$ cat config.mk
export PLATFORM = sky130hd
export DESIGN_NAME = line_substring_locator_unit
export DESIGN_NICKNAME = d
export VERILOG_FILES = /design/src/hdl/lssl_pkg.sv /design/src/hdl/lssl_cell.sv /design/src/hdl/lssl_line_track.sv /design/src/hdl/line_substring_locator_unit.sv
export SDC_FILE = /design/constraint.sdc
export NUM_CORES = 1
export LEC_CHECK = 0
export ABC_AREA = 1
export ABC_CLOCK_PERIOD_IN_PS = 6200
export BUFFER_PORTS_ARGS = -buffer_cell sky130_fd_sc_hd__buf_2
export CAP_MARGIN = 20
export CORE_MARGIN = 4
export CORE_UTILIZATION = 55
export CTS_BUF_LIST = sky130_fd_sc_hd__clkbuf_16
export DETAILED_ROUTE_END_ITERATION = 8
export PLACE_DENSITY = 0.74
export SLEW_MARGIN = 20
export SYNTH_ARGS = -nofsm -noshare
export SYNTH_HDL_FRONTEND = slang
export SYNTH_SLANG_ARGS = --single-unit
$ cat constraint.sdc
create_clock -name aclk -period 6.2 [get_ports aclk]
set_input_delay 0.31 -clock aclk [delete_from_list [all_inputs] [get_ports aclk]]
set_output_delay 0.31 -clock aclk [all_outputs]
set_load 0.005 [all_outputs]
$ cat src/hdl/lssl_pkg.sv
`timescale 1ns / 1ps
package lssl_pkg;

    localparam int PATTERN_MAX = 16;
    localparam int LINE_BUFFER = 1000;

    localparam int BYTE_W     = 8;
    localparam int LEN_W      = $clog2(PATTERN_MAX + 1);
    localparam int PAT_IDX_W  = (PATTERN_MAX > 1) ? $clog2(PATTERN_MAX) : 1;
    localparam int PAT_W      = PATTERN_MAX * BYTE_W;
    localparam int LINE_W     = 24;
    localparam int COL_W      = 10;
    localparam int CFG_W      = 64;
    localparam int ADDR_W     = 5;

    localparam logic [BYTE_W-1:0] NEWLINE_BYTE = 8'd10;
    localparam logic [LINE_W-1:0] LINE_MAX     = {LINE_W{1'b1}};
    localparam logic [COL_W-1:0]  LINE_LIMIT   = COL_W'(LINE_BUFFER - 1);
    localparam logic [LEN_W-1:0]  LEN_CAP      = LEN_W'(PATTERN_MAX);

    // Register index, taken from paddr[4:3]
    typedef enum logic [1:0] {
        REG_PATTERN_LOW  = 2'd0,
        REG_PATTERN_HIGH = 2'd1,
        REG_PATTERN_LEN  = 2'd2
    } reg_index_t;

    typedef struct packed {
        logic              found;
        logic [LINE_W-1:0] line_number;
        logic [COL_W-1:0]  column;
    } lssl_result_t;

    function automatic logic [BYTE_W-1:0] pat_byte_at(
        input logic [PAT_W-1:0]     pattern,
        input logic [PAT_IDX_W-1:0] idx
    );
        pat_byte_at = pattern[idx*BYTE_W +: BYTE_W];
    endfunction

endpackage

$ cat src/hdl/lssl_cell.sv
`timescale 1ns / 1ps
module lssl_cell (
    input  logic                        aclk,
    input  logic                        aresetn,
    input  logic                        shift_en,
    input  logic                        clear,
    input  logic [lssl_pkg::BYTE_W-1:0] byte_in,
    input  logic [lssl_pkg::BYTE_W-1:0] pat_byte,
    output logic [lssl_pkg::BYTE_W-1:0] byte_out,
    output logic                        eq
);
    import lssl_pkg::*;

    logic [BYTE_W-1:0] byte_reg;
    logic [BYTE_W-1:0] byte_next;

    always_comb begin
        byte_next = byte_reg;
        if (clear) begin
            byte_next = '0;
        end else if (shift_en) begin
            byte_next = byte_in;
        end
    end

    always_ff @(posedge aclk) begin
        if (!aresetn) begin
            byte_reg <= '0;
        end else begin
            byte_reg <= byte_next;
        end
    end

    // compare the byte this cell takes on the shift
    assign eq       = (byte_in == pat_byte);
    assign byte_out = byte_reg;

endmodule

$ cat src/hdl/lssl_line_track.sv
`timescale 1ns / 1ps
module lssl_line_track (
    input  logic                        aclk,
    input  logic                        aresetn,
    input  logic                        text_valid,
    input  logic                        eof_valid,
    input  logic [lssl_pkg::BYTE_W-1:0] text_byte,
    input  logic [lssl_pkg::LEN_W-1:0]  len,
    input  logic                        window_eq,
    output logic                        res_valid,
    output lssl_pkg::lssl_result_t      res,
    output logic                        match_done
);
    import lssl_pkg::*;

    logic [LINE_W-1:0] line_reg, line_next;
    logic [COL_W-1:0]  cnt_reg, cnt_next;
    logic              done_reg, done_next;
    logic [COL_W-1:0]  cnt_inc;
    logic [COL_W-1:0]  len_ext;

    assign cnt_inc = cnt_reg + COL_W'(1);
    assign len_ext = COL_W'(len);

    always_comb begin
        line_next = line_reg;
        cnt_next  = cnt_reg;
        done_next = done_reg;
        res_valid = 1'b0;
        res       = '0;
        if (eof_valid) begin
            res_valid = !done_reg;
            line_next = LINE_W'(1);
            cnt_next  = '0;
            done_next = 1'b0;
        end else if (text_valid && !done_reg) begin
            cnt_next = cnt_inc;
            if (len == '0) begin
                res_valid       = 1'b1;
                done_next       = 1'b1;
                res.found       = 1'b1;
                res.line_number = line_reg;
                res.column      = COL_W'(1);
            end else if (cnt_inc >= len_ext && window_eq) begin
                res_valid       = 1'b1;
                done_next       = 1'b1;
                res.found       = 1'b1;
                res.line_number = line_reg;
                res.column      = cnt_inc - len_ext + COL_W'(1);
            end else if (text_byte == NEWLINE_BYTE || cnt_inc >= LINE_LIMIT) begin
                cnt_next = '0;
                if (line_reg != LINE_MAX) begin
                    line_next = line_reg + LINE_W'(1);
                end
            end
        end
    end

    always_ff @(posedge aclk) begin
        if (!aresetn) begin
            line_reg <= LINE_W'(1);
            cnt_reg  <= '0;
            done_reg <= 1'b0;
        end else begin
            line_reg <= line_next;
            cnt_reg  <= cnt_next;
            done_reg <= done_next;
        end
    end

    assign match_done = done_reg;

endmodule

$ cat src/hdl/line_substring_locator_unit.sv
`timescale 1ns / 1ps
// Line substring locator: finds the first occurrence of a pattern of up to
// 16 bytes in a text streamed in one byte per transfer, searching line by line.
// Input stream (s_): s_tdata = data_byte, s_tuser = req_type (0 text, 1 end
// of file). Result stream (m_): m_tuser = found, m_tdata = line_number
// [23:0], column [33:24], zero padding [39:34]. At most one result per item:
// a hit on the byte that completes the first match, or not-found on end of
// file when nothing matched. End of file resets line to one, clears column and window.
// The APB port holds pattern_low (0x00), pattern_high (0x08) and
// pattern_len (0x10); write it only while the stream is idle.
// Throughput: one item per cycle while s_tready is high; a row of 16 byte cells
// shifts and compares in the same cycle, so window update and match test happen together.
// Result path: a result is registered in the output register, or in the skid entry if that one waits.
// Stall: a two-entry output buffer (output register plus skid entry) keeps
// s_tready high while one result waits; a second waiting result drops
// s_tready until the receiver takes a transfer.
// Reset: synchronous, active low; pattern registers return to zero,
// line count to one, and the output buffer empties.
module line_substring_locator_unit (
    input  logic                         aclk,
    input  logic                         aresetn,
    // input stream
    input  logic                         s_tvalid,
    output logic                         s_tready,
    input  logic [7:0]                   s_tdata,   // [7:0] data_byte
    input  logic                         s_tuser,   // [0] req_type
    // result stream
    output logic                         m_tvalid,
    input  logic                         m_tready,
    output logic [39:0]                  m_tdata,   // [23:0] line_number, [33:24] column
    output logic                         m_tuser,   // [0] found
    // configuration
    input  logic                         psel,
    input  logic                         penable,
    input  logic                         pwrite,
    input  logic [lssl_pkg::ADDR_W-1:0]  paddr,
    input  logic [lssl_pkg::CFG_W-1:0]   pwdata,
    output logic [lssl_pkg::CFG_W-1:0]   prdata,
    output logic                         pready
);
    import lssl_pkg::*;

    // ---------------- configuration registers ----------------
    logic [CFG_W-1:0] pat_low_reg, pat_high_reg;
    logic [LEN_W-1:0] pat_len_reg;
    logic             cfg_write;
    reg_index_t       cfg_idx;

    assign pready    = 1'b1;
    assign cfg_write = psel && penable && pwrite;
    assign cfg_idx   = reg_index_t'(paddr[4:3]);

    always_ff @(posedge aclk) begin
        if (!aresetn) begin
            pat_low_reg  <= '0;
            pat_high_reg <= '0;
            pat_len_reg  <= '0;
        end else if (cfg_write) begin
            case (cfg_idx)
                REG_PATTERN_LOW:  pat_low_reg  <= pwdata;
                REG_PATTERN_HIGH: pat_high_reg <= pwdata;
                REG_PATTERN_LEN:  pat_len_reg  <= pwdata[LEN_W-1:0];
                default: ;
            endcase
        end
    end

    always_comb begin
        case (cfg_idx)
            REG_PATTERN_LOW:  prdata = pat_low_reg;
            REG_PATTERN_HIGH: prdata = pat_high_reg;
            REG_PATTERN_LEN:  prdata = CFG_W'(pat_len_reg);
            default:          prdata = '0;
        endcase
    end

    // lengths above the cell count act as a full-length pattern
    logic [LEN_W-1:0] act_len;
    logic [PAT_W-1:0] pattern;

    assign act_len = (pat_len_reg > LEN_CAP) ? LEN_CAP : pat_len_reg;
    assign pattern = PAT_W'({pat_high_reg, pat_low_reg});

    // ---------------- input side ----------------
    logic s_acc, text_valid, eof_valid, match_done;
    logic skid_valid_reg;

    assign s_tready   = !skid_valid_reg;
    assign s_acc      = s_tvalid && s_tready;
    assign text_valid = s_acc && !s_tuser;
    assign eof_valid  = s_acc && s_tuser;

    // ---------------- cell row ----------------
    // Cell k holds the k-th most recent byte; on a shift it compares the
    // byte it takes against pattern byte len-1-k. Cells at or past len
    // do not take part in the match.
    logic [BYTE_W-1:0]      chain [PATTERN_MAX+1];
    logic [PATTERN_MAX-1:0] cell_eq;
    logic [PATTERN_MAX-1:0] cell_used;
    logic                   shift_en;
    logic                   window_eq;

    assign shift_en = text_valid && !match_done;
    assign chain[0] = s_tdata;

    genvar k;
    generate
        for (k = 0; k < PATTERN_MAX; k++) begin : g_cell
            logic [LEN_W-1:0]  pidx;
            logic [BYTE_W-1:0] pbyte;

            assign pidx         = act_len - LEN_W'(1) - LEN_W'(k);
            assign pbyte        = pat_byte_at(pattern, pidx[PAT_IDX_W-1:0]);
            assign cell_used[k] = (LEN_W'(k) < act_len);

            lssl_cell u_cell (
                .aclk     (aclk),
                .aresetn  (aresetn),
                .shift_en (shift_en),
                .clear    (eof_valid),
                .byte_in  (chain[k]),
                .pat_byte (pbyte),
                .byte_out (chain[k+1]),
                .eq       (cell_eq[k])
            );
        end
    endgenerate

    assign window_eq = &(cell_eq | ~cell_used);

    // ---------------- line and column tracking ----------------
    logic         res_valid;
    lssl_result_t res;

    lssl_line_track u_track (
        .aclk       (aclk),
        .aresetn    (aresetn),
        .text_valid (text_valid),
        .eof_valid  (eof_valid),
        .text_byte  (s_tdata),
        .len        (act_len),
        .window_eq  (window_eq),
        .res_valid  (res_valid),
        .res        (res),
        .match_done (match_done)
    );

    // ---------------- output buffer ----------------
    logic         m_valid_reg;
    lssl_result_t m_res_reg, skid_res_reg;
    logic         m_pop;

    assign m_pop = m_valid_reg && m_tready;

    always_ff @(posedge aclk) begin
        if (!aresetn) begin
            m_valid_reg    <= 1'b0;
            skid_valid_reg <= 1'b0;
        end else begin
            if (!m_valid_reg || m_pop) begin
                // advance the skid entry first, else take the new result
                if (skid_valid_reg) begin
                    m_valid_reg    <= 1'b1;
                    skid_valid_reg <= 1'b0;
                end else begin
                    m_valid_reg <= res_valid;
                end
            end else if (res_valid) begin
                // hold the waiting result, park the new one
                skid_valid_reg <= 1'b1;
            end
        end
    end

    always_ff @(posedge aclk) begin
        if (!m_valid_reg || m_pop) begin
            if (skid_valid_reg) begin
                m_res_reg <= skid_res_reg;
            end else if (res_valid) begin
                m_res_reg <= res;
            end
        end else if (res_valid) begin
            skid_res_reg <= res;
        end
    end

    assign m_tvalid = m_valid_reg;
    assign m_tuser  = m_res_reg.found;
    assign m_tdata  = {6'b0, m_res_reg.column, m_res_reg.line_number};

    // ---------------- assertions ----------------
    a_skid_needs_main: assert property (@(posedge aclk) disable iff (!aresetn)
        skid_valid_reg |-> m_valid_reg)
        else $error("skid entry valid while output register empty");

    a_not_found_zero: assert property (@(posedge aclk) disable iff (!aresetn)
        (m_tvalid && !m_tuser) |-> (m_tdata == '0))
        else $error("not-found result carries nonzero line or column");

    a_found_nonzero: assert property (@(posedge aclk) disable iff (!aresetn)
        (m_tvalid && m_tuser) |-> (m_tdata[23:0] != '0 && m_tdata[33:24] != '0))
        else $error("found result with zero line or column");

    a_eof_clears: assert property (@(posedge aclk) disable iff (!aresetn)
        eof_valid |=> !match_done)
        else $error("match flag survives end of file");

endmodule
### After elaboration in Yosys (flattened, before gate mapping)

Index checks and enable logic that the tools add are counted.

| storage, ports and cells | value |
|---|---|
| flip-flop bits (word level) | 360 |
| input port bits | 85 |
| output and inout port bits | 108 |

| operators by class | value |
|---|---|
| $add $sub $neg | 20 |
| order comparisons | 19 |
| eq/ne operators | 20 |
| shift operators | 16 |
| multiplexer cells | 18 |
| bitwise gates (word level) | 6 |
| reduce and logical (&&, ||, !) cells | 28 |

Operator list:

| operator | number |
|---|---|
| 128-bit by 8-bit indexed part select with 8-bit output | 16 |
| 35-bit two-way mux | 6 |
| 64-bit case mux with 3 select lines | 1 |
| 8-bit == test | 16 |
| 4-bit by 5-bit < comparator with 1-bit output, first input constant | 8 |
| 4-bit subtractor, second input constant | 8 |
| 10-bit two-way mux | 3 |
| 24-bit by 1-bit adder with 24-bit output, second input constant | 1 |
| 24-bit != test, second input constant | 1 |
| 10-bit by 1-bit adder with 10-bit output, second input constant | 2 |
| 3-bit by 5-bit < comparator with 1-bit output, first input constant | 4 |
| 16-bit inverter | 1 |
| 16-bit bitwise OR | 1 |
| 16-bit AND reduction | 1 |
| 4-bit by 3-bit subtractor with 4-bit output, second input constant | 4 |
| 2-bit AND reduction | 6 |
| 10-bit greater-or-equal comparator, second input constant | 1 |
| 10-bit by 5-bit greater-or-equal comparator with 1-bit output | 1 |
| 1-bit by 5-bit < comparator with 1-bit output, first input constant | 2 |
| 2-bit by 5-bit < comparator with 1-bit output, first input constant | 2 |
| 10-bit by 5-bit subtractor with 10-bit output | 1 |
| 8-bit by 4-bit == test with 1-bit output, second input constant | 1 |
| 1-bit logical AND | 8 |
| 4-bit by 1-bit subtractor with 4-bit output, second input constant | 2 |
| other kinds (14) | 30 |

### Logic depth before layout (Yosys ltp)

| depth | value |
|---|---|
| depth in word-level cells | 15 |
| gate-level depth with buffers | 32 |
| mapped depth without buffers | 30 |

### Modules after synthesis

A second synthesis with hierarchy kept.

| unflattened totals | value |
|---|---|
| cell total of the unflattened synthesis | 4033 |
| area total of the unflattened synthesis | 24852.6 um^2 |

Modules (own cells, without submodules):

| module | times used | cells each | area each (um^2) | sequential area each (um^2) |
|---|---|---|---|---|
| line_substring_locator_unit | 1 | 2364 | 14624.0 | 4804.6 |
| lssl_cell | 16 | 75 | 444.2 | 160.2 |
| lssl_line_track | 1 | 469 | 3121.7 | 700.7 |

### Worst setup path before layout

Ideal clock, no wire load.

| path | value |
|---|---|
| path type | flip-flop to flip-flop |
| start | register pat_len_reg[4] |
| end | register skid_res_reg[0] (netlist name) (enable) |
| data arrival time | 4.601 ns |
| setup slack | 1.195 ns |
| stages on the path, launching flop included | 31 |
| period minus slack after synthesis | 5.005 ns |
| cells stage by stage | dfxtp_1 buf_6 nor2_2 inv_2 clkbuf_1 ha_1 buf_2 inv_1 buf_2 buf_1 nand3_1 nand2_1 nand3_1 nand2_1 nand2_1 nand3_1 nand2_1 clkinv_1 nand2_1 nor2_1 nand2_1 nand2_1 nand2_1 nor2_1 nand3_1 nor2_4 inv_2 nand2_2 nand2_4 buf_6 a21oi_2 |

| on the way | value |
|---|---|
| longest elaborated chain between the ends | 14 |

Ends and longest elaborated chain:

| item | line | RTL |
|---|---|---|
| from (decl) | line_substring_locator_unit.sv:45 | `logic [LEN_W-1:0] pat_len_reg;` |
| from (signal assigned) | line_substring_locator_unit.sv:62 | `REG_PATTERN_LEN: pat_len_reg <= pwdata[LEN_W-1:0];` |
| 5-bit > comparator | line_substring_locator_unit.sv:81 | `assign act_len = (pat_len_reg > LEN_CAP) ? LEN_CAP : pat_len_reg;` |
| 5-bit two-way mux * | line_substring_locator_unit.sv:81 |  |
| 4-bit by 1-bit subtractor with 4-bit output | line_substring_locator_unit.sv:112 | `assign pidx = act_len - LEN_W'(1) - LEN_W'(k);` |
| 4-bit by 1-bit subtractor with 4-bit output (tied with other cells) | line_substring_locator_unit.sv:112 |  |
| 128-bit by 8-bit indexed part select with 8-bit output | lssl_pkg.sv:38 | `pat_byte_at = pattern[idx*BYTE_W +: BYTE_W];` |
| 8-bit == test | lssl_cell.sv:35 | `assign eq = (byte_in == pat_byte);` |
| 16-bit bitwise OR | line_substring_locator_unit.sv:129 | `assign window_eq = &(cell_eq \| ~cell_used);` |
| 16-bit AND reduction | line_substring_locator_unit.sv:129 |  |
| 1-bit logical AND | lssl_line_track.sv:44 | `end else if (cnt_inc >= len_ext && window_eq) begin` |
| 1-bit two-way mux | lssl_line_track.sv:44 |  |
| 1-bit two-way mux * | lssl_line_track.sv:38 | `if (len == '0) begin` |
| 1-bit two-way mux * | lssl_line_track.sv:36 | `end else if (text_valid && !done_reg) begin` |
| 1-bit two-way mux * | lssl_line_track.sv:31 | `if (eof_valid) begin` |
| 2-bit AND reduction (no line) * | n/a |  |
| to (signal assigned) | line_substring_locator_unit.sv:183 | `skid_res_reg <= res;` |
| to (decl) | line_substring_locator_unit.sv:150 | `lssl_result_t m_res_reg, skid_res_reg;` |

Mark *: on every way between the ends. The rest lies on a longest branch, timed or not.
A chain may end at the register's enable or synchronous reset.

### Worst setup path in the final report

| path | value |
|---|---|
| start | register pat_len_reg[4] |
| end | register m_res_reg (netlist bit m_tdata[6]) (enable) |

| on the way | value |
|---|---|
| longest elaborated chain between the ends | 15 |

Ends and longest elaborated chain:

| item | line | RTL |
|---|---|---|
| 5-bit > comparator | line_substring_locator_unit.sv:81 |  |
| 5-bit two-way mux * | line_substring_locator_unit.sv:81 |  |
| 4-bit by 1-bit subtractor with 4-bit output | line_substring_locator_unit.sv:112 |  |
| 4-bit by 1-bit subtractor with 4-bit output (tied with other cells) | line_substring_locator_unit.sv:112 |  |
| 128-bit by 8-bit indexed part select with 8-bit output | lssl_pkg.sv:38 |  |
| 8-bit == test | lssl_cell.sv:35 |  |
| 16-bit bitwise OR | line_substring_locator_unit.sv:129 |  |
| 16-bit AND reduction | line_substring_locator_unit.sv:129 |  |
| 1-bit logical AND | lssl_line_track.sv:44 |  |
| 1-bit two-way mux | lssl_line_track.sv:44 |  |
| 1-bit two-way mux * | lssl_line_track.sv:38 |  |
| 1-bit two-way mux * | lssl_line_track.sv:36 |  |
| 1-bit two-way mux * | lssl_line_track.sv:31 |  |
| 2-bit nonzero test (no line) * | n/a |  |
| 2-bit AND reduction (no line) * | n/a |  |
| to (signal assigned) | line_substring_locator_unit.sv:178 | `m_res_reg <= skid_res_reg;` |
| to (signal assigned) | line_substring_locator_unit.sv:180 | `m_res_reg <= res;` |
| to (decl) | line_substring_locator_unit.sv:150 |  |

Marked as above.

==> metrics <==
Worst setup EP type=flop; number of remaining DRC errors=0; Syn Inst Count=approximately 4000; Pint=0.00433 W; # clock sinks=360; max FFs per register=120; Worst Clk Skew=0.0296 ns; syn avg cell area=6.04 um^2; commonest non-fill, non-tap cell in the layout=nand2_1; net switching power=0.00215 W; mapped cell area=0.0245 mm^2; Post-CTS Resized=0; CTS tree=done; synth unique cells=between 40 and 50; DP Wirelength=80200 um; max-slew violations=0; total die area=0.0479 mm^2; Max Clock Freq=179 MHz; final wirelength=roughly 110000 um; Critical Path Start Type=flop; Multi-input gate area=approximately 0.014 mm^2; reg-to-reg critical path startpoint=pat_len_reg[4]; min cycle time layout=5.57 ns; CP Max Fanout=31; number of global-route vias before repair=between 20000 and 25000; vias per inst=roughly 6; Seq. cell area=between 0.007 and 0.008 mm^2; overall power=0.00649 W; Initial Utilization=0.555; Final TNS setup=0 ns; ant diodes=0; final hold vios=0; layout cells sized above 1=0.0821; leak pwr=around 13 nW; sequential share of the synthesized area=0.323; hold path startpoint=pwdata[16]; number of synthesized flops with an enable pin=70; Max-cap violations=0; CP Class=reg -> reg; post-route ant nets=0; HP Class=in -> reg; FILL cells=approximately 4400; Layout area overhead=11.0%; initial antenna violation count=0; reg2reg end=m_tdata[6]; status=complete, no violations; global placer's final weighted congestion=~1.1; Site Rows=between 70 and 80; CTS clk-pin slew, worst paths=0.07 ns; Worst Path Arrival=5.86 ns; synth warn=0; clock share of power=0.391; Rel. slew slack=0.322; maximum number of pins on one net before global-route repair=184; Final setup viols=0; flops & latches, synth=360; routed length per instance=around 22 um; commonest non-fill, non-tap cells in the layout=1508 x nand2_1, 542 x nand3_1, 314 x o21ai_0; Die X=219 um; Async S/R FF share, synth=0; DRT Pass-1 Iters=8; peak supply drop=0.232 mV; fin crit share=0.899; ys flop type=dfxtp_1; Worst-Skew Late Latency=around 0.61 ns; CTS buffer count=41; io pins=slightly below 200; Design Area, Final=approximately 0.027 mm^2; worst slew pin tran=roughly 1.0 ns; R2R depth=26; Pwr per Cell Area=239 mW/mm^2; gr ovfl total=0; Hold Crit Depth=3; root buf cell=clkbuf_16; GRT Util Overall=0.431; combinational cell fraction of total power=0.215; RSZ-0062 raised after global routing=no; DR vias=around 28000; DR iter-0 viols=~4200; first-pass GRT wire length=between 150000 and 200000 um; Switching Share=0.332; htree depth=2; part of the power in registers=0.393; DIE HEIGHT=~220 um; Longest Clk Path Bufs=3; reg2reg setup slack=roughly 0.63 ns; worst path required time=between 6 and 7 ns; port bufs=182; hold endpoint=pat_high_reg[16]; DP Area=0.0256 mm^2; core area=approximately 0.044 mm^2; Layout Nets=between 4000 and 5000
-- cell usage after synthesis (27+ instances only) --
cell         n  area share
clkbuf_1   133       0.020
nand3_1    542        0.11
xor2_1      34       0.012
ha_1        27       0.014
edfxtp_1    70       0.086
nand2_1   1509        0.23
inv_1      301       0.046
o21ai_1     34      0.0070
a21oi_1    263       0.054
o22ai_1     47       0.012
dfxtp_1    290        0.24
nand4_1     42       0.011
nand3b_1    39       0.012
nor2_1     216       0.033
buf_2       56       0.011
o21ai_0    314       0.064
-- worst max-delay path by stage --
stage                               from         endpoint  slack [ns]  cells past startpoint
final                     pat_len_reg[4]       m_tdata[6]        0.63                     26
after global routing      pat_len_reg[4]      m_tdata[11]        0.33                     27
after CTS                 pat_len_reg[4]      m_tdata[11]        0.84                     27
after detailed placement  pat_len_reg[4]       m_tdata[8]        0.87                     27
after global placement    pat_len_reg[4]       m_tdata[8]        0.89                     27
after floorplan           pat_len_reg[4]  skid_res_reg[0]        1.19                     30
-- final cells by class --
cell class,count,area share
Clock buffer,41,0.0378
Clock inverter,34,0.0126
Inverter,313,0.0435
Multi-Input combinational cell,3148,0.529
Sequential cell,360,0.291
Tap cell,592,0.0273
Timing Repair Buffer,256,0.0590
-- logic make-up after synthesis --
family                     share of synthesized area
DFF                                            0.323
adders and majority gates                     0.0154
other                                       0.000307
and+or+nand+nor                                0.412
AOI/OAI and AO/OA                              0.144
xor gates and xnor gates                      0.0128
buffers and inverters                         0.0921
-- power groups by stage --
stage | Clock (W) | Combinational, W | Sequential [W]
4_1_cts | 0.00254 | 0.00133 | 0.00255
2_1_floorplan | 0 | 0.000873 | 0.00258
3_5_place_dp | 0 | 0.00132 | 0.00260
5_1_grt | 0.00263 | 0.00151 | 0.00256
6_report | 0.00254 | 0.00140 | 0.00255
3_3_place_gp | 0 | 0.00131 | 0.00260
-- worst max-delay path, stage by stage (launching register included) --
cell and delay, ns:
dfxtp_1 0.45, inv_4 0.36, nand2_1 0.25, ha_1 0.36
inv_1 0.42, buf_4 0.34, nand3_1 0.24, nand3_1 0.25
nand2_1 0.15, nand2_1 0.14, nand2_1 0.07, nand2_1 0.05
nand2_1 0.05, nor2_1 0.09, nand2_1 0.06, nor2_1 0.31
nor2_1 0.09, nor2_1 0.14, nand3_1 0.15, nor2_4 0.28
inv_2 0.12, nand2_2 0.09, nand2_4 0.08, nand3_1 0.16
nand2_1 0.07, inv_1 0.18, buf_12 0.23
-- through the flow --
| step | std cells | utilization | worst slack (ns) | hold slack, ns |
|---|---|---|---|---|
| after floorplan | 4059 | - | 1.19 | 0.445 |
| after detailed placement | 4648 | 0.579 | 0.870 | 0.470 |
| after CTS | 4743 | 0.615 | 0.844 | 0.000130 |
| after global routing | 4744 | 0.616 | 0.335 | 0.0409 |
| final | 4744 | 0.616 | 0.626 | 0.00899 |
| after global placement | 4648 | 0.579 | 0.892 | 0.463 |
-- timing repair --
item / 4_1_cts / 5_1_grt
setup buffers: 0 / 0
setup endpoints to repair: 0 / 0
hold endpoints to repair: 22 / 0
hold buffers: 20 / 0
-- routing by layer --
| metal | part of all wire | global-route usage | vias to the layer above | wire length (um) |
|---|---|---|---|---|
| met1 | 0.38 | 0.547 | 13000 | 40300 |
| met5 | 0 | 0 | - | 0 |
| met4 | 0.094 | 0.316 | 0 | 10000 |
| li1 | - | - | 13400 | - |
| met2 | 0.42 | 0.645 | 1745 | 44400 |
| met3 | 0.11 | 0.0925 | 403 | 11900 |
Power figures use the tool's default switching activity.
